===== config.mk =====
export PLATFORM = sky130hd
export DESIGN_NAME = type1_single_panel_precoder_weights
export DESIGN_NICKNAME = d
export VERILOG_FILES = /design/src/design/t1sp_pkg.sv /design/src/design/t1sp_queue.sv /design/src/design/t1sp_front.sv /design/src/design/t1sp_back.sv /design/src/design/type1_single_panel_precoder_weights.sv
export SDC_FILE = /design/constraint.sdc
export NUM_CORES = 1
export LEC_CHECK = 0
export BUFFER_PORTS_ARGS = -buffer_cell sky130_fd_sc_hd__buf_2
export CAP_MARGIN = 20
export CORE_ASPECT_RATIO = 0.9
export CORE_MARGIN = 5
export CORE_UTILIZATION = 65
export CTS_CLUSTER_DIAMETER = 80
export CTS_CLUSTER_SIZE = 40
export DETAILED_ROUTE_END_ITERATION = 12
export PLACE_DENSITY = 0.91
export SYNTH_ARGS = -nofsm -noshare
export SYNTH_HDL_FRONTEND = slang
export SYNTH_HIERARCHICAL = 1
export SYNTH_SLANG_ARGS = --single-unit
export TNS_END_PERCENT = 50

===== constraint.sdc =====
create_clock -name aclk -period 10.45 [get_ports aclk]
set_input_delay 1.045 -clock aclk [delete_from_list [all_inputs] [get_ports aclk]]
set_output_delay 1.045 -clock aclk [all_outputs]
set_load 0.02 [all_outputs]

===== src/design/t1sp_pkg.sv =====
`timescale 1ns / 1ps

package t1sp_pkg;

    // Configuration register indexes
    localparam logic [1:0] CFG_PANEL_SHAPE = 2'd0;
    localparam logic [1:0] CFG_H_OVS_LOG2  = 2'd1;
    localparam logic [1:0] CFG_V_OVS_LOG2  = 2'd2;

    // Panel shape codes
    localparam logic [1:0] SHAPE_2X1 = 2'd0;
    localparam logic [1:0] SHAPE_2X2 = 2'd1;
    localparam logic [1:0] SHAPE_4X1 = 2'd2;

    localparam int AMP_W       = 14;
    localparam int TAB_W       = 16;
    localparam int MAG_W       = 29;
    localparam int QUEUE_DEPTH = 2;

    // Normalized configuration: shape is 2x1, 2x2 or 4x1, log2 factors saturated
    typedef struct packed {
        logic [1:0] shape;
        logic [1:0] lo1;
        logic [1:0] lo2;
    } t1sp_cfg_t;

    // One classified indicator as the front hands it to the back
    typedef struct packed {
        logic             invalid;
        logic [3:0]       i11;
        logic [3:0]       i12;
        logic [1:0]       phi;
        logic [3:0]       layers;
        logic [3:0]       k1;
        logic [2:0]       k2;
        logic [AMP_W-1:0] amp;
    } t1sp_desc_t;

    // Quarter wave of cos, Q1.14
    function automatic logic [14:0] cos_q(input logic [4:0] r);
        logic [14:0] v;
        case (r)
            5'd0:    v = 15'd16384;
            5'd1:    v = 15'd16305;
            5'd2:    v = 15'd16069;
            5'd3:    v = 15'd15679;
            5'd4:    v = 15'd15137;
            5'd5:    v = 15'd14449;
            5'd6:    v = 15'd13623;
            5'd7:    v = 15'd12665;
            5'd8:    v = 15'd11585;
            5'd9:    v = 15'd10394;
            5'd10:   v = 15'd9102;
            5'd11:   v = 15'd7723;
            5'd12:   v = 15'd6270;
            5'd13:   v = 15'd4756;
            5'd14:   v = 15'd3196;
            5'd15:   v = 15'd1606;
            default: v = 15'd0;
        endcase
        return v;
    endfunction

    function automatic logic signed [TAB_W-1:0] cos64(input logic [5:0] k);
        logic signed [TAB_W-1:0] a;
        logic signed [TAB_W-1:0] b;
        logic signed [TAB_W-1:0] v;
        a = signed'({1'b0, cos_q({1'b0, k[3:0]})});
        b = signed'({1'b0, cos_q(5'd16 - {1'b0, k[3:0]})});
        case (k[5:4])
            2'd0:    v = a;
            2'd1:    v = -b;
            2'd2:    v = -a;
            default: v = b;
        endcase
        return v;
    endfunction

    function automatic logic signed [TAB_W-1:0] sin64(input logic [5:0] k);
        logic signed [TAB_W-1:0] a;
        logic signed [TAB_W-1:0] b;
        logic signed [TAB_W-1:0] v;
        a = signed'({1'b0, cos_q({1'b0, k[3:0]})});
        b = signed'({1'b0, cos_q(5'd16 - {1'b0, k[3:0]})});
        case (k[5:4])
            2'd0:    v = b;
            2'd1:    v = a;
            2'd2:    v = -b;
            default: v = -a;
        endcase
        return v;
    endfunction

    // round(2^14 / sqrt(layers * ports))
    function automatic logic [AMP_W-1:0] amp_lookup(input logic ports8, input logic [3:0] layers);
        logic [AMP_W-1:0] v;
        case ({ports8, layers})
            5'h01:   v = 14'd8192;
            5'h02:   v = 14'd5793;
            5'h03:   v = 14'd4730;
            5'h04:   v = 14'd4096;
            5'h11:   v = 14'd5793;
            5'h12:   v = 14'd4096;
            5'h13:   v = 14'd3344;
            5'h14:   v = 14'd2896;
            5'h15:   v = 14'd2591;
            5'h16:   v = 14'd2365;
            5'h17:   v = 14'd2189;
            5'h18:   v = 14'd2048;
            default: v = 14'd0;
        endcase
        return v;
    endfunction

    // 5 to 8 layers: horizontal offset in units of O1, two-row grid
    function automatic logic [1:0] hi_h2d(input logic [1:0] r, input logic [2:0] lay);
        logic [15:0] row;
        case (r)
            2'd0:    row = {2'd0, 2'd0, 2'd0, 2'd1, 2'd1, 2'd1, 2'd0, 2'd0};
            2'd1:    row = {2'd0, 2'd0, 2'd1, 2'd1, 2'd1, 2'd1, 2'd0, 2'd0};
            2'd2:    row = {2'd0, 2'd1, 2'd1, 2'd0, 2'd0, 2'd1, 2'd0, 2'd0};
            default: row = {2'd1, 2'd1, 2'd0, 2'd0, 2'd1, 2'd1, 2'd0, 2'd0};
        endcase
        return row[{lay, 1'b0} +: 2];
    endfunction

    // 5 to 8 layers: horizontal offset in units of O1, one-row grid
    function automatic logic [1:0] hi_h1d(input logic [1:0] r, input logic [2:0] lay);
        logic [15:0] row;
        case (r)
            2'd0:    row = {2'd0, 2'd0, 2'd0, 2'd2, 2'd1, 2'd1, 2'd0, 2'd0};
            2'd1:    row = {2'd0, 2'd0, 2'd2, 2'd2, 2'd1, 2'd1, 2'd0, 2'd0};
            2'd2:    row = {2'd0, 2'd3, 2'd3, 2'd2, 2'd2, 2'd1, 2'd0, 2'd0};
            default: row = {2'd3, 2'd3, 2'd2, 2'd2, 2'd1, 2'd1, 2'd0, 2'd0};
        endcase
        return row[{lay, 1'b0} +: 2];
    endfunction

    // 5 to 8 layers: vertical offset in units of O2
    function automatic logic hi_v(input logic [1:0] r, input logic [2:0] lay);
        logic [7:0] row;
        case (r)
            2'd0:    row = 8'b0001_0000;
            2'd1:    row = 8'b0011_0000;
            2'd2:    row = 8'b0111_1000;
            default: row = 8'b1111_0000;
        endcase
        return row[lay];
    endfunction

    // 5 to 8 layers: polarization code 0=phi, 1=-phi, 2=+1, 3=-1
    function automatic logic [1:0] hi_pol(input logic [1:0] r, input logic [2:0] lay);
        logic [15:0] row;
        case (r)
            2'd0:    row = {2'd0, 2'd0, 2'd0, 2'd2, 2'd3, 2'd2, 2'd1, 2'd0};
            2'd1:    row = {2'd0, 2'd0, 2'd3, 2'd2, 2'd1, 2'd0, 2'd1, 2'd0};
            2'd2:    row = {2'd0, 2'd3, 2'd2, 2'd3, 2'd2, 2'd0, 2'd1, 2'd0};
            default: row = {2'd3, 2'd2, 2'd3, 2'd2, 2'd1, 2'd0, 2'd1, 2'd0};
        endcase
        return row[{lay, 1'b0} +: 2];
    endfunction

endpackage


===== src/design/t1sp_queue.sv =====
`timescale 1ns / 1ps

module t1sp_queue #(
    parameter int DEPTH = 2
) (
    input  logic                aclk,
    input  logic                aresetn,
    input  logic                push,
    input  t1sp_pkg::t1sp_desc_t wdata,
    input  logic                pop,
    output t1sp_pkg::t1sp_desc_t rdata,
    output logic                full,
    output logic                not_empty
);
    import t1sp_pkg::*;

    localparam int PTR_W = (DEPTH > 1) ? $clog2(DEPTH) : 1;
    localparam int CNT_W = $clog2(DEPTH + 1);

    t1sp_desc_t       mem_reg [DEPTH];
    logic [PTR_W-1:0] wr_ptr_reg;
    logic [PTR_W-1:0] rd_ptr_reg;
    logic [CNT_W-1:0] count_reg;

    assign rdata     = mem_reg[rd_ptr_reg];
    assign full      = (count_reg == CNT_W'(DEPTH));
    assign not_empty = (count_reg != '0);

    // storage
    always_ff @(posedge aclk) begin
        if (push) begin
            mem_reg[wr_ptr_reg] <= wdata;
        end
    end

    // pointers and fill count
    always_ff @(posedge aclk) begin
        if (!aresetn) begin
            wr_ptr_reg <= '0;
            rd_ptr_reg <= '0;
            count_reg  <= '0;
        end else begin
            if (push) begin
                wr_ptr_reg <= (wr_ptr_reg == PTR_W'(DEPTH - 1)) ? '0 : wr_ptr_reg + 1'b1;
            end
            if (pop) begin
                rd_ptr_reg <= (rd_ptr_reg == PTR_W'(DEPTH - 1)) ? '0 : rd_ptr_reg + 1'b1;
            end
            if (push && !pop) begin
                count_reg <= count_reg + 1'b1;
            end else if (pop && !push) begin
                count_reg <= count_reg - 1'b1;
            end
        end
    end

endmodule


===== src/design/t1sp_front.sv =====
`timescale 1ns / 1ps

module t1sp_front #(
    parameter int MAX_LAYERS = 8,
    parameter int MAX_PORTS  = 8
) (
    input  t1sp_pkg::t1sp_cfg_t  cfg,
    input  logic                 s_valid,
    output logic                 s_ready,
    input  logic [3:0]           s_beam_h,
    input  logic [3:0]           s_beam_v,
    input  logic [1:0]           s_beam_offset_sel,
    input  logic [1:0]           s_cophase,
    input  logic [3:0]           s_layers,
    input  logic                 q_full,
    output logic                 push,
    output t1sp_pkg::t1sp_desc_t desc
);
    import t1sp_pkg::*;

    logic       n2_2;
    logic       n1_4;
    logic       ports8;
    logic [3:0] ports;
    logic [3:0] o1;
    logic [2:0] o2;
    logic [3:0] k1;
    logic [2:0] k2;

    assign s_ready = !q_full;
    assign push    = s_valid && !q_full;

    assign n2_2   = (cfg.shape == SHAPE_2X2);
    assign n1_4   = (cfg.shape == SHAPE_4X1);
    assign ports8 = n2_2 || n1_4;
    assign ports  = ports8 ? 4'd8 : 4'd4;
    assign o1     = 4'd1 << cfg.lo1;
    assign o2     = 3'd1 << cfg.lo2;

    // beam offsets k1/k2 for 2 to 4 layers
    always_comb begin
        k1 = '0;
        k2 = '0;
        if (s_layers == 4'd2) begin
            if (n2_2) begin
                case (s_beam_offset_sel)
                    2'd1:    k1 = o1;
                    2'd2:    k2 = o2;
                    2'd3: begin
                        k1 = o1;
                        k2 = o2;
                    end
                    default: ;
                endcase
            end else if (!n1_4) begin
                if (s_beam_offset_sel == 2'd1) k1 = o1;
            end else begin
                k1 = 4'({2'b00, s_beam_offset_sel} << cfg.lo1);
            end
        end else if (s_layers == 4'd3 || s_layers == 4'd4) begin
            if (n2_2) begin
                case (s_beam_offset_sel)
                    2'd0:    k1 = o1;
                    2'd1:    k2 = o2;
                    2'd2: begin
                        k1 = o1;
                        k2 = o2;
                    end
                    default: ;
                endcase
            end else if (!n1_4) begin
                k1 = o1;
            end else if (s_beam_offset_sel != 2'd3) begin
                k1 = 4'(({2'b00, s_beam_offset_sel} + 4'd1) << cfg.lo1);
            end
        end
    end

    // classified word for the queue
    always_comb begin
        desc.invalid = (s_layers == 4'd0) || (s_layers > ports) ||
                       (int'(s_layers) > MAX_LAYERS) || (int'(ports) > MAX_PORTS);
        desc.i11     = s_beam_h;
        desc.i12     = n2_2 ? s_beam_v : 4'd0;
        desc.phi     = s_cophase;
        desc.layers  = s_layers;
        desc.k1      = k1;
        desc.k2      = k2;
        desc.amp     = amp_lookup(ports8, s_layers);
    end

endmodule


===== src/design/t1sp_back.sv =====
`timescale 1ns / 1ps

module t1sp_back #(
    parameter int WEIGHT_BITS = 16
) (
    input  logic                          aclk,
    input  logic                          aresetn,
    input  t1sp_pkg::t1sp_cfg_t           cfg,
    input  logic                          head_valid,
    input  t1sp_pkg::t1sp_desc_t          head,
    output logic                          pop,
    output logic                          m_valid,
    input  logic                          m_ready,
    output logic [2:0]                    m_layer_idx,
    output logic [2:0]                    m_port_idx,
    output logic signed [WEIGHT_BITS-1:0] m_weight_re,
    output logic signed [WEIGHT_BITS-1:0] m_weight_im,
    output logic                          m_last,
    output logic                          m_status
);
    import t1sp_pkg::*;

    localparam int SH    = 30 - WEIGHT_BITS;
    localparam int RND_W = MAG_W + 1;

    // sequencer
    logic [2:0] lay_reg;
    logic [2:0] port_reg;

    // stage 1: table values
    logic                    s1_valid_reg;
    logic [2:0]              s1_lay_reg;
    logic [2:0]              s1_port_reg;
    logic                    s1_last_reg;
    logic                    s1_status_reg;
    logic signed [TAB_W-1:0] s1_re_reg;
    logic signed [TAB_W-1:0] s1_im_reg;
    logic [AMP_W-1:0]        s1_amp_reg;

    // stage 2: products
    logic             s2_valid_reg;
    logic [2:0]       s2_lay_reg;
    logic [2:0]       s2_port_reg;
    logic             s2_last_reg;
    logic             s2_status_reg;
    logic [MAG_W-1:0] s2_mag_re_reg;
    logic [MAG_W-1:0] s2_mag_im_reg;
    logic             s2_neg_re_reg;
    logic             s2_neg_im_reg;

    // output register
    logic                          m_valid_reg;
    logic [2:0]                    m_layer_idx_reg;
    logic [2:0]                    m_port_idx_reg;
    logic signed [WEIGHT_BITS-1:0] m_weight_re_reg;
    logic signed [WEIGHT_BITS-1:0] m_weight_im_reg;
    logic                          m_last_reg;
    logic                          m_status_reg;

    logic       adv;
    logic       issue;
    logic       item_last;
    logic       last_port;
    logic       n2_2;
    logic       n1_4;
    logic [2:0] ports_m1;
    logic       upper;
    logic [4:0] l;
    logic [4:0] m;
    logic [1:0] polq;
    logic [1:0] r;
    logic [1:0] hh;
    logic [1:0] code;
    logic [1:0] ih;
    logic       iv;
    logic [2:0] dh;
    logic [2:0] dv;
    logic [6:0] prod_h;
    logic [5:0] prod_v;
    logic [5:0] th;
    logic [5:0] tv;
    logic [5:0] k;

    logic [TAB_W-2:0]       abs_re;
    logic [TAB_W-2:0]       abs_im;
    logic [RND_W-1:0]       rnd_re;
    logic [RND_W-1:0]       rnd_im;
    logic [WEIGHT_BITS-1:0] part_re;
    logic [WEIGHT_BITS-1:0] part_im;

    // whole pipeline moves when the output register is free
    assign adv       = !m_valid_reg || m_ready;
    assign n2_2      = (cfg.shape == SHAPE_2X2);
    assign n1_4      = (cfg.shape == SHAPE_4X1);
    assign ports_m1  = (n2_2 || n1_4) ? 3'd7 : 3'd3;
    assign upper     = (n2_2 || n1_4) ? port_reg[2] : port_reg[1];
    assign last_port = (port_reg == ports_m1);
    assign item_last = head.invalid ||
                       (last_port && (lay_reg == 3'(head.layers - 4'd1)));
    assign issue     = head_valid && adv;
    assign pop       = issue && item_last;

    // per-layer beam offsets and polarization phase
    always_comb begin
        l    = {1'b0, head.i11};
        m    = {1'b0, head.i12};
        polq = head.phi;
        r    = 2'(head.layers - 4'd5);
        hh   = n2_2 ? hi_h2d(r, lay_reg) : hi_h1d(r, lay_reg);
        code = hi_pol(r, lay_reg);
        if (head.layers == 4'd2) begin
            if (lay_reg == 3'd1) begin
                l    = l + {1'b0, head.k1};
                m    = m + {2'b00, head.k2};
                polq = polq + 2'd2;
            end
        end else if (head.layers == 4'd3 || head.layers == 4'd4) begin
            if (lay_reg[0]) begin
                l = l + {1'b0, head.k1};
                m = m + {2'b00, head.k2};
            end
            if (lay_reg[2:1] != 2'b00) polq = polq + 2'd2;
        end else if (head.layers >= 4'd5) begin
            l    = l + 5'({3'b000, hh} << cfg.lo1);
            m    = m + 5'({4'b0000, hi_v(r, lay_reg)} << cfg.lo2);
            polq = (code[1] ? 2'd0 : head.phi) + (code[0] ? 2'd2 : 2'd0);
        end
        if (!n2_2) m = '0;
    end

    // element position and phase step
    always_comb begin
        if (n2_2) begin
            ih = {1'b0, port_reg[1]};
            iv = port_reg[0];
        end else if (n1_4) begin
            ih = port_reg[1:0];
            iv = 1'b0;
        end else begin
            ih = {1'b0, port_reg[0]};
            iv = 1'b0;
        end
        dh     = {1'b0, cfg.lo1} + (n1_4 ? 3'd2 : 3'd1);
        dv     = {1'b0, cfg.lo2} + 3'd1;
        prod_h = {2'b00, l} * {5'b00000, ih};
        prod_v = {1'b0, m} & {6{iv}};
        th     = prod_h[5:0] << (3'd6 - dh);
        tv     = prod_v << (3'd6 - dv);
        k      = th + tv + (upper ? {polq, 4'b0000} : 6'd0);
    end

    // sequencer over layers and ports
    always_ff @(posedge aclk) begin
        if (!aresetn) begin
            lay_reg  <= '0;
            port_reg <= '0;
        end else if (issue) begin
            if (item_last) begin
                lay_reg  <= '0;
                port_reg <= '0;
            end else if (last_port) begin
                lay_reg  <= lay_reg + 3'd1;
                port_reg <= '0;
            end else begin
                port_reg <= port_reg + 3'd1;
            end
        end
    end

    // pipeline valids
    always_ff @(posedge aclk) begin
        if (!aresetn) begin
            s1_valid_reg <= 1'b0;
            s2_valid_reg <= 1'b0;
            m_valid_reg  <= 1'b0;
        end else if (adv) begin
            s1_valid_reg <= head_valid;
            s2_valid_reg <= s1_valid_reg;
            m_valid_reg  <= s2_valid_reg;
        end
    end

    assign abs_re = (TAB_W - 1)'(s1_re_reg[TAB_W-1] ? -s1_re_reg : s1_re_reg);
    assign abs_im = (TAB_W - 1)'(s1_im_reg[TAB_W-1] ? -s1_im_reg : s1_im_reg);

    // rounding half away from zero, then sign
    assign rnd_re  = (RND_W'(s2_mag_re_reg) + (RND_W'(1) << (SH - 1))) >> SH;
    assign rnd_im  = (RND_W'(s2_mag_im_reg) + (RND_W'(1) << (SH - 1))) >> SH;
    assign part_re = rnd_re[WEIGHT_BITS-1:0];
    assign part_im = rnd_im[WEIGHT_BITS-1:0];

    // payload stages
    always_ff @(posedge aclk) begin
        if (adv) begin
            s1_lay_reg    <= head.invalid ? 3'd0 : lay_reg;
            s1_port_reg   <= head.invalid ? 3'd0 : port_reg;
            s1_last_reg   <= item_last;
            s1_status_reg <= head.invalid;
            s1_re_reg     <= head.invalid ? '0 : cos64(k);
            s1_im_reg     <= head.invalid ? '0 : sin64(k);
            s1_amp_reg    <= head.invalid ? '0 : head.amp;

            s2_lay_reg    <= s1_lay_reg;
            s2_port_reg   <= s1_port_reg;
            s2_last_reg   <= s1_last_reg;
            s2_status_reg <= s1_status_reg;
            s2_mag_re_reg <= abs_re * s1_amp_reg;
            s2_mag_im_reg <= abs_im * s1_amp_reg;
            s2_neg_re_reg <= s1_re_reg[TAB_W-1];
            s2_neg_im_reg <= s1_im_reg[TAB_W-1];

            m_layer_idx_reg <= s2_lay_reg;
            m_port_idx_reg  <= s2_port_reg;
            m_last_reg      <= s2_last_reg;
            m_status_reg    <= s2_status_reg;
            m_weight_re_reg <= signed'(s2_neg_re_reg ? -part_re : part_re);
            m_weight_im_reg <= signed'(s2_neg_im_reg ? -part_im : part_im);
        end
    end

    assign m_valid     = m_valid_reg;
    assign m_layer_idx = m_layer_idx_reg;
    assign m_port_idx  = m_port_idx_reg;
    assign m_weight_re = m_weight_re_reg;
    assign m_weight_im = m_weight_im_reg;
    assign m_last      = m_last_reg;
    assign m_status    = m_status_reg;

endmodule


===== src/design/type1_single_panel_precoder_weights.sv =====
`timescale 1ns / 1ps

// Type I single-panel (mode 1) precoder weight generator.
// Input channel s_*: one precoding matrix indicator per word (beam_h, beam_v,
// beam_offset_sel, cophase, layers), valid/ready.
// Output channel m_*: one weight per word, layer-major and port-minor, with
// m_last on the final word of an indicator. A bad layer count gives a single
// word with status 1, zero weight and last set.
// Configuration: cfg_we/cfg_index/cfg_wdata write panel_shape (0),
// h_oversample_log2 (1) and v_oversample_log2 (2); change them only when idle.
// Output size: layers*ports weights per indicator (4 to 64), one word for a
// rejected one; the back-end sequencer issues one weight per cycle while the
// receiver is ready. Each indicator passes the queue, then issue with table
// lookup, multiply, and round into the output register.
// A two-entry queue lets the front take new indicators while the back works.
// If the receiver stalls, the whole back pipeline holds; the front keeps
// accepting until the queue is full.
// Reset: queue and pipeline empty, registers back to 2x1 panel, O1=4, O2=1.
module type1_single_panel_precoder_weights #(
    parameter int MAX_LAYERS  = 8,
    parameter int MAX_PORTS   = 8,
    parameter int WEIGHT_BITS = 16
) (
    input  logic                          aclk,
    input  logic                          aresetn,
    input  logic                          cfg_we,
    input  logic [1:0]                    cfg_index,
    input  logic [1:0]                    cfg_wdata,
    input  logic                          s_valid,
    output logic                          s_ready,
    input  logic [3:0]                    s_beam_h,
    input  logic [3:0]                    s_beam_v,
    input  logic [1:0]                    s_beam_offset_sel,
    input  logic [1:0]                    s_cophase,
    input  logic [3:0]                    s_layers,
    output logic                          m_valid,
    input  logic                          m_ready,
    output logic [2:0]                    m_layer_idx,
    output logic [2:0]                    m_port_idx,
    output logic signed [WEIGHT_BITS-1:0] m_weight_re,
    output logic signed [WEIGHT_BITS-1:0] m_weight_im,
    output logic                          m_last,
    output logic                          m_status
);
    import t1sp_pkg::*;

    logic [1:0] panel_shape_reg;
    logic [1:0] h_ovs_reg;
    logic [1:0] v_ovs_reg;

    t1sp_cfg_t  cfg;
    t1sp_desc_t push_desc;
    t1sp_desc_t head_desc;
    logic       push;
    logic       pop;
    logic       q_full;
    logic       q_not_empty;
    logic       ports8;

    // configuration registers
    always_ff @(posedge aclk) begin
        if (!aresetn) begin
            panel_shape_reg <= SHAPE_2X1;
            h_ovs_reg       <= 2'd2;
            v_ovs_reg       <= 2'd0;
        end else if (cfg_we) begin
            case (cfg_index)
                CFG_PANEL_SHAPE: panel_shape_reg <= cfg_wdata;
                CFG_H_OVS_LOG2:  h_ovs_reg       <= cfg_wdata;
                CFG_V_OVS_LOG2:  v_ovs_reg       <= cfg_wdata;
                default: ;
            endcase
        end
    end

    // unused shape acts as 2x1, oversampling code 3 saturates to factor 4
    assign cfg.shape = (panel_shape_reg == SHAPE_2X2 || panel_shape_reg == SHAPE_4X1) ?
                       panel_shape_reg : SHAPE_2X1;
    assign cfg.lo1   = (h_ovs_reg == 2'd3) ? 2'd2 : h_ovs_reg;
    assign cfg.lo2   = (v_ovs_reg == 2'd3) ? 2'd2 : v_ovs_reg;
    assign ports8    = (cfg.shape == SHAPE_2X2) || (cfg.shape == SHAPE_4X1);

    t1sp_front #(
        .MAX_LAYERS (MAX_LAYERS),
        .MAX_PORTS  (MAX_PORTS)
    ) u_front (
        .cfg               (cfg),
        .s_valid           (s_valid),
        .s_ready           (s_ready),
        .s_beam_h          (s_beam_h),
        .s_beam_v          (s_beam_v),
        .s_beam_offset_sel (s_beam_offset_sel),
        .s_cophase         (s_cophase),
        .s_layers          (s_layers),
        .q_full            (q_full),
        .push              (push),
        .desc              (push_desc)
    );

    t1sp_queue #(
        .DEPTH (QUEUE_DEPTH)
    ) u_queue (
        .aclk      (aclk),
        .aresetn   (aresetn),
        .push      (push),
        .wdata     (push_desc),
        .pop       (pop),
        .rdata     (head_desc),
        .full      (q_full),
        .not_empty (q_not_empty)
    );

    t1sp_back #(
        .WEIGHT_BITS (WEIGHT_BITS)
    ) u_back (
        .aclk        (aclk),
        .aresetn     (aresetn),
        .cfg         (cfg),
        .head_valid  (q_not_empty),
        .head        (head_desc),
        .pop         (pop),
        .m_valid     (m_valid),
        .m_ready     (m_ready),
        .m_layer_idx (m_layer_idx),
        .m_port_idx  (m_port_idx),
        .m_weight_re (m_weight_re),
        .m_weight_im (m_weight_im),
        .m_last      (m_last),
        .m_status    (m_status)
    );

    // an accepted indicator is in the queue on the next cycle
    a_accept_queued: assert property (@(posedge aclk) disable iff (!aresetn)
        (s_valid && s_ready) |=> q_not_empty)
        else $error("accepted indicator missing from queue");

    // reset empties the output register
    a_reset_empty: assert property (@(posedge aclk)
        !aresetn |=> !m_valid)
        else $error("output valid right after reset");

    // an error word is a lone, last, zero word
    a_error_word: assert property (@(posedge aclk) disable iff (!aresetn)
        (m_valid && m_status) |-> (m_last && m_weight_re == '0 && m_weight_im == '0 &&
                                   m_layer_idx == 3'd0 && m_port_idx == 3'd0))
        else $error("malformed error word");

    // a four-port panel never emits an upper port index
    a_port_range: assert property (@(posedge aclk) disable iff (!aresetn)
        (m_valid && !m_status && !ports8) |-> !m_port_idx[2])
        else $error("port index beyond port count");

endmodule

-- Word-level counts from Yosys, hierarchy flattened
Memories as Yosys holds them, arrays and structs flattened. A register that Yosys moved wholly into a read port is not among the register bits.
Index checks and enable logic that the tools add are counted.
- reductions and logical operators: 36
- shift operators: 11
- eq/ne operators: 26
- bitwise gates (word level): 1
- magnitude comparators: 5
- muxes and demuxes: 80
- add/subtract/negate cells: 32
- multiply operators: 3
- operators with widths (operator ; number):
    $pmux 16 s3 ; 4
    $mux 15 ; 8
    $neg 15->16 ; 4
    $add 29x14->30 const B ; 2
    $mul 15x14->29 ; 2
    $mux 5 ; 11
    $mux 4 ; 12
    $shiftx 16x5->2 ; 3
    $pmux 15 s3 ; 1
    $mux 3 ; 11
    $mux 16 ; 2
    $mux 2 ; 16
    $neg 16->16 ; 2
    $neg 15->15 ; 2
    $mux 8 ; 3
    $pmux 8 s3 ; 1
    $eq 2x2->1 const B ; 10
    $eq 4x2->1 const B ; 4
    $add 6x6->6 ; 2
    $eq 2x1->1 const B ; 6
    $shl 6x3->6 ; 2
    $add 4x5->5 ; 2
    $logic_or 1x1->1 ; 9
    $mux 1 ; 9
    38 further kinds ; 66
- register bits: 181
- memory bits (writable): 72
- output and inout bits: 42
- memory bits (read-only): 1408
- logic and storage cells: 232
- input bits: 25
- memories kept: 6
- memory list (name ; words ; width ; rd ports ; clocked after Yosys merged registers in ; write ports ; line ; RTL):
    (no name shown) ; 32 ; 14 ; 1 ; 0 ; 0 ; t1sp_pkg.sv:97 ; case ({ports8, layers})
    (no name shown) ; 16 ; 15 ; 1 ; 0 ; 0 ; t1sp_pkg.sv:42 ; case (r)
    (no name shown) ; 16 ; 15 ; 1 ; 0 ; 0 ; t1sp_pkg.sv:42 ;
    (no name shown) ; 16 ; 15 ; 1 ; 0 ; 0 ; t1sp_pkg.sv:42 ;
    (no name shown) ; 16 ; 15 ; 1 ; 0 ; 0 ; t1sp_pkg.sv:42 ;
    u_queue.mem_reg ; 2 ; 36 ; 1 ; 1 ; 1 ; t1sp_queue.sv:20 ; t1sp_desc_t mem_reg [DEPTH];

-- Longest topological paths before layout
An unclocked memory read counts as a cell.
- depth in word-level cells: 24
- mapped depth: 40
- gate-level depth less buffers: 38

-- By module
The synthesis kept the hierarchy.
- by module, submodules not included (module ; times used ; cells an instance ; area an instance (um^2) ; seq. area each (um^2)):
    t1sp_back ; 1 ; 2625 ; 24138.2 ; 4264.1
    t1sp_queue ; 1 ; 134 ; 2827.7 ; 2262.2
    t1sp_front ; 1 ; 130 ; 867.1 ; 0.0
    type1_single_panel_precoder_weights ; 1 ; 31 ; 284.0 ; 120.1

-- Worst setup path after synthesis
No wires, ideal clock.
- kind: register to register
- from: register (tool-made name)
- to: register u_back.s1_re_reg[12], data pin
- setup time: 271 ps
- stages on the path, launching flop included: 39
- path buffers: 2
- required time: 10179 ps
- period minus slack after synthesis: 8199 ps
- slack: 2251 ps
- data arrival time: 7928 ps
- path through: dfxtp_1 > buf_2 > mux2_2 > inv_1 > ha_1 > nand2b_1 > a31oi_1 > o31ai_1 > nor2_1 > a21oi_1 > nand2_1 > fa_1 > xor2_1 > o221ai_1 > o311ai_0 > o21ai_0 > nor2b_1 > fa_1 > [... 3 more ...] > nor2b_1 > ha_1 > ha_1 > xnor2_1 > xnor2_1 > clkbuf_1 > nor2_1 > a211oi_1 > nor3_1 > inv_1 > ha_1 > o211ai_1 > nor4_1 > nand2_1 > o21bai_1 > inv_1 > mux2i_1 > o211ai_1
- RTL lines (element ; line ; RTL):
    end signal, assigned ; t1sp_back.sv:199 ; s1_re_reg <= head.invalid ? '0 : cos64(k);
    end, declared ; t1sp_back.sv:36 ; logic signed [TAB_W-1:0] s1_re_reg;

==> summary.txt <==
Timing
  – Final Max Slew Viols: 0
  – FMAX: 107 MHz
  – Hold_ws: 0.430 ns
  – Final Hold Vio Count: 0
  – Minimum clock period: 9.31 ns
  – Worst-case clock skew: 0.0575 ns
  – RSZ-0062 raised after global routing: false
  – Max-slew headroom: 22.9%
  – Worst-Margin Slew: 1.16 ns
  – Setup TNS: 0 ns
  – Final setup fails: 0
  – Part of the cycle the worst path needs: 89.1%

Place
  – Placer Congestion: 0.940
  – DPL Wire Length: 52100 um
  – Port Buffer Count: 66

Worst setup path
  – Reg2reg end: u_back/s1_re_reg[14]
  – Max FO, Critical Path: 31
  – Worst setup endpoint: u_back/s1_re_reg[14]
  – Worst r2r path cells: 38
  – CP Launch Type: register
  – Worst path max stage delay: 0.58 ns
  – Worst EP required: 10.63 ns
  – Worst EP arrival: 9.49 ns
  – Crit-path slowest cell: o31ai_1
  – Crit path capture type: register
  – R2R Setup Slk: 1.14 ns
  – Critical Setup Path Class: register to register

Power and ir drop
  – P_leak: 13.5 nW
  – Worst vdd ir: 247 uV
  – P_sw: 4.43 mW
  – Sequential power share: 19.1%
  – Int Pwr: 4.20 mW
  – PwrDens: 293 nW/um^2
  – Switching share of power: 51.3%
  – Clk network pwr share: 7.8%
  – Comb power frac: 73.0%

Global routing
  – Total congestion overflow: 0
  – Vias in the first global route: 22702
  – Pin count of the biggest net entering global routing: 75
  – First-pass GRT wire length: 112000 um
  – Gr usage total: 28.2%
  – Initial antenna violation count: 1
  – Met3 usage: 4.17%
  – Busiest grt layer: met2
  – Met2 Track Usage GR: 48.7%
  – Met1 Use GR: 36.4%

Cells and area
  – Fillers: 2954
  – Area growth, synth to finish: 4.89%
  – Max FFs per register: 72
  – Seq. cell area: 6650 um^2
  – Multi-input gate area in the final layout: 19400 um^2
  – ANT cells: 0
  – Fraction of layout cells with a size suffix above 1: 8.26%
  – Final nets: 3500

Logic synthesis
  – Synthesized netlist cell count: 2920
  – Post-synth EDFFs: 208
  – Post-synth ARST share: 0%
  – Synth top area share: 22.2%
  – Synth cell types: 100
  – Seq cells post-synth: 228
  – Cell Area, Synth: 28100 um^2
  – Ys Warns: 6
  – Post-synth top flop: edfxtp_1
  – Synth area leaders: fa_1 22%, edfxtp_1 22%, ha_1 11%
  – Mapped Avg Cell Area: 9.63 um^2
  – Top cell type by total area after synthesis: fa_1
  – Post-synthesis sequential area ratio: 23.6%

Clock tree
  – Clock buffer depth: 3
  – Reg clk slew, reported paths: 0.13 ns
  – CTS Buf Count: 14
  – CTS tree: yes
  – Skew-Pair Late Insertion Delay: 0.53 ns
  – Setup Fix Bufs, Post-CTS: 0
  – CTS resizes: 0
  – H-tree depth: 1
  – CTS Sinks: 228
  – CTS Root Cell: clkbuf_16
  – CTS Hold Bufs: 0

Detailed routing
  – Post-route DRC: 0
  – Wire per inst: 19.6 um
  – Final wirelength: 68000 um
  – Final ANT Viol Nets: 0
  – DR vias: 21763
  – Initial DRC Count: 2178
  – Drt first pass iters: 6
  – Via density: 6.27

Die
  – Core box area: 42900 um^2
  – Ports: 67
  – # rows: 72
  – Die Y: 207 um
  – Full die area: 47500 um^2
  – Initial core utilization: 65.6%
  – Width of the die: 229 um

Run
  – Max cap viols: 0

Run status
  – Outcome: completed

Hold path
  – Hold WC Path Type: register to register
-- power groups by stage --
stage	logic, mW	clock network (mW)	registers, mW
3_3_place_gp	5.78	0	1.65
5_1_grt	7.07	0.724	1.68
4_1_cts	6.25	0.687	1.65
3_5_place_dp	6.19	0	1.67
2_1_floorplan	4.51	0	1.65
6_report	6.31	0.676	1.65
-- metrics by stage --
step	cell area [um^2]	instances	utilization (%)	total power, mW	setup WS [ns]
after floorplan	28100	2921	-	6.16	2.25
after CTS	29500	3470	68.7	8.58	1.30
after global routing	29500	3471	68.8	9.47	0.419
after detailed placement	28900	3446	67.4	7.86	1.37
after global placement	28900	3445	67.3	7.44	1.60
final	29500	3471	68.8	8.64	1.14
-- worst min path at each step --
stage / start / end / slack [ns] / cells past startpoint
after floorplan: u_back/s2_last_reg / u_back/m_last / 0.40 / 0
after global placement: u_back/s2_last_reg / u_back/m_last / 0.40 / 0
after detailed placement: u_back/s1_lay_reg[1] / u_back/s2_lay_reg[1] / 0.40 / 0
after CTS: u_back/s1_lay_reg[1] / u_back/s2_lay_reg[1] / 0.44 / 0
after global routing: u_back/s1_lay_reg[0] / u_back/s2_lay_reg[0] / 0.45 / 0
final: u_back/s1_lay_reg[1] / u_back/s2_lay_reg[1] / 0.43 / 0
-- cell families (layout without fill, tap and decap cells) --
family | count (synthesis) | after routing | synth area share [%]
simple gates | 992 | 992 | 17.7
compound gates | 370 | 370 | 9.24
buf+inv | 522 | 517 | 7.48
fa+ha+maj | 567 | 567 | 33.6
xor+xnor | 150 | 150 | 4.81
mux | 90 | 90 | 3.52
other cells | 1 | 2 | 0.0133
flops | 228 | 228 | 23.6
-- area by class of cell --
type / instances / share of cell area (%)
clock buffer: 15 / 1.27
multi-input combinational: 2171 / 65.8
timing repair buffer: 121 / 2.66
clock inverter: 9 / 0.641
tap: 555 / 2.35
sequential: 228 / 22.5
inverter: 372 / 4.76
-- synthesized netlist by cell type (17+ instances only) --
master / instances
clkbuf_1: 110
nor3_1: 39
edfxtp_1: 208
o21ai_0: 73
and3_1: 21
a211oi_1: 25
xor2_1: 51
nor2b_1: 53
mux2i_1: 41
a21oi_1: 71
fa_1: 312
o31ai_1: 18
nand3_1: 63
and2_1: 192
a21o_1: 17
o211ai_1: 19
inv_1: 370
nor2_1: 129
ha_1: 255
dfxtp_1: 20
nand2_1: 358
nand2b_1: 35
mux2_2: 45
xnor2_1: 94
-- placed cells by master, fill, tap and decap left out, drive strengths merged, types with 20 or more instances in the layout --
cell type  instances
mux2i             42
nand3             64
xnor2             98
nor2             129
o21ai             75
a211oi            27
ha               255
edfxtp           208
dfxtp             20
and2             193
fa               312
nand2            358
xor2              52
inv              377
buf              121
nand2b            35
and3              21
mux2              46
nor2b             54
a21oi             72
nor3              41
-- worst max-delay path, delay by kind of cell, from the launching register on --
family,cells,cell delay (ns)
flip-flops,1,0.38
XOR/XNOR,1,0.16
AND/OR/NAND/NOR,9,1.38
buffers and inverters,6,1.00
adder cells (fa/ha/maj),7,2.58
multiplexers,3,0.72
AO/OA/AOI/OAI,12,2.73
-- layer usage --
metal / vias up / part of all wire (%) / wire (um)
met4: 2 / 3.5 / 2400
met5: - / 0.013 / 9
met3: 234 / 8.6 / 5820
li1: 9690 / - / -
met2: 1156 / 50 / 33700
met1: 10681 / 38 / 26000
No activity file was read; power rests on OpenSTA's default activity.
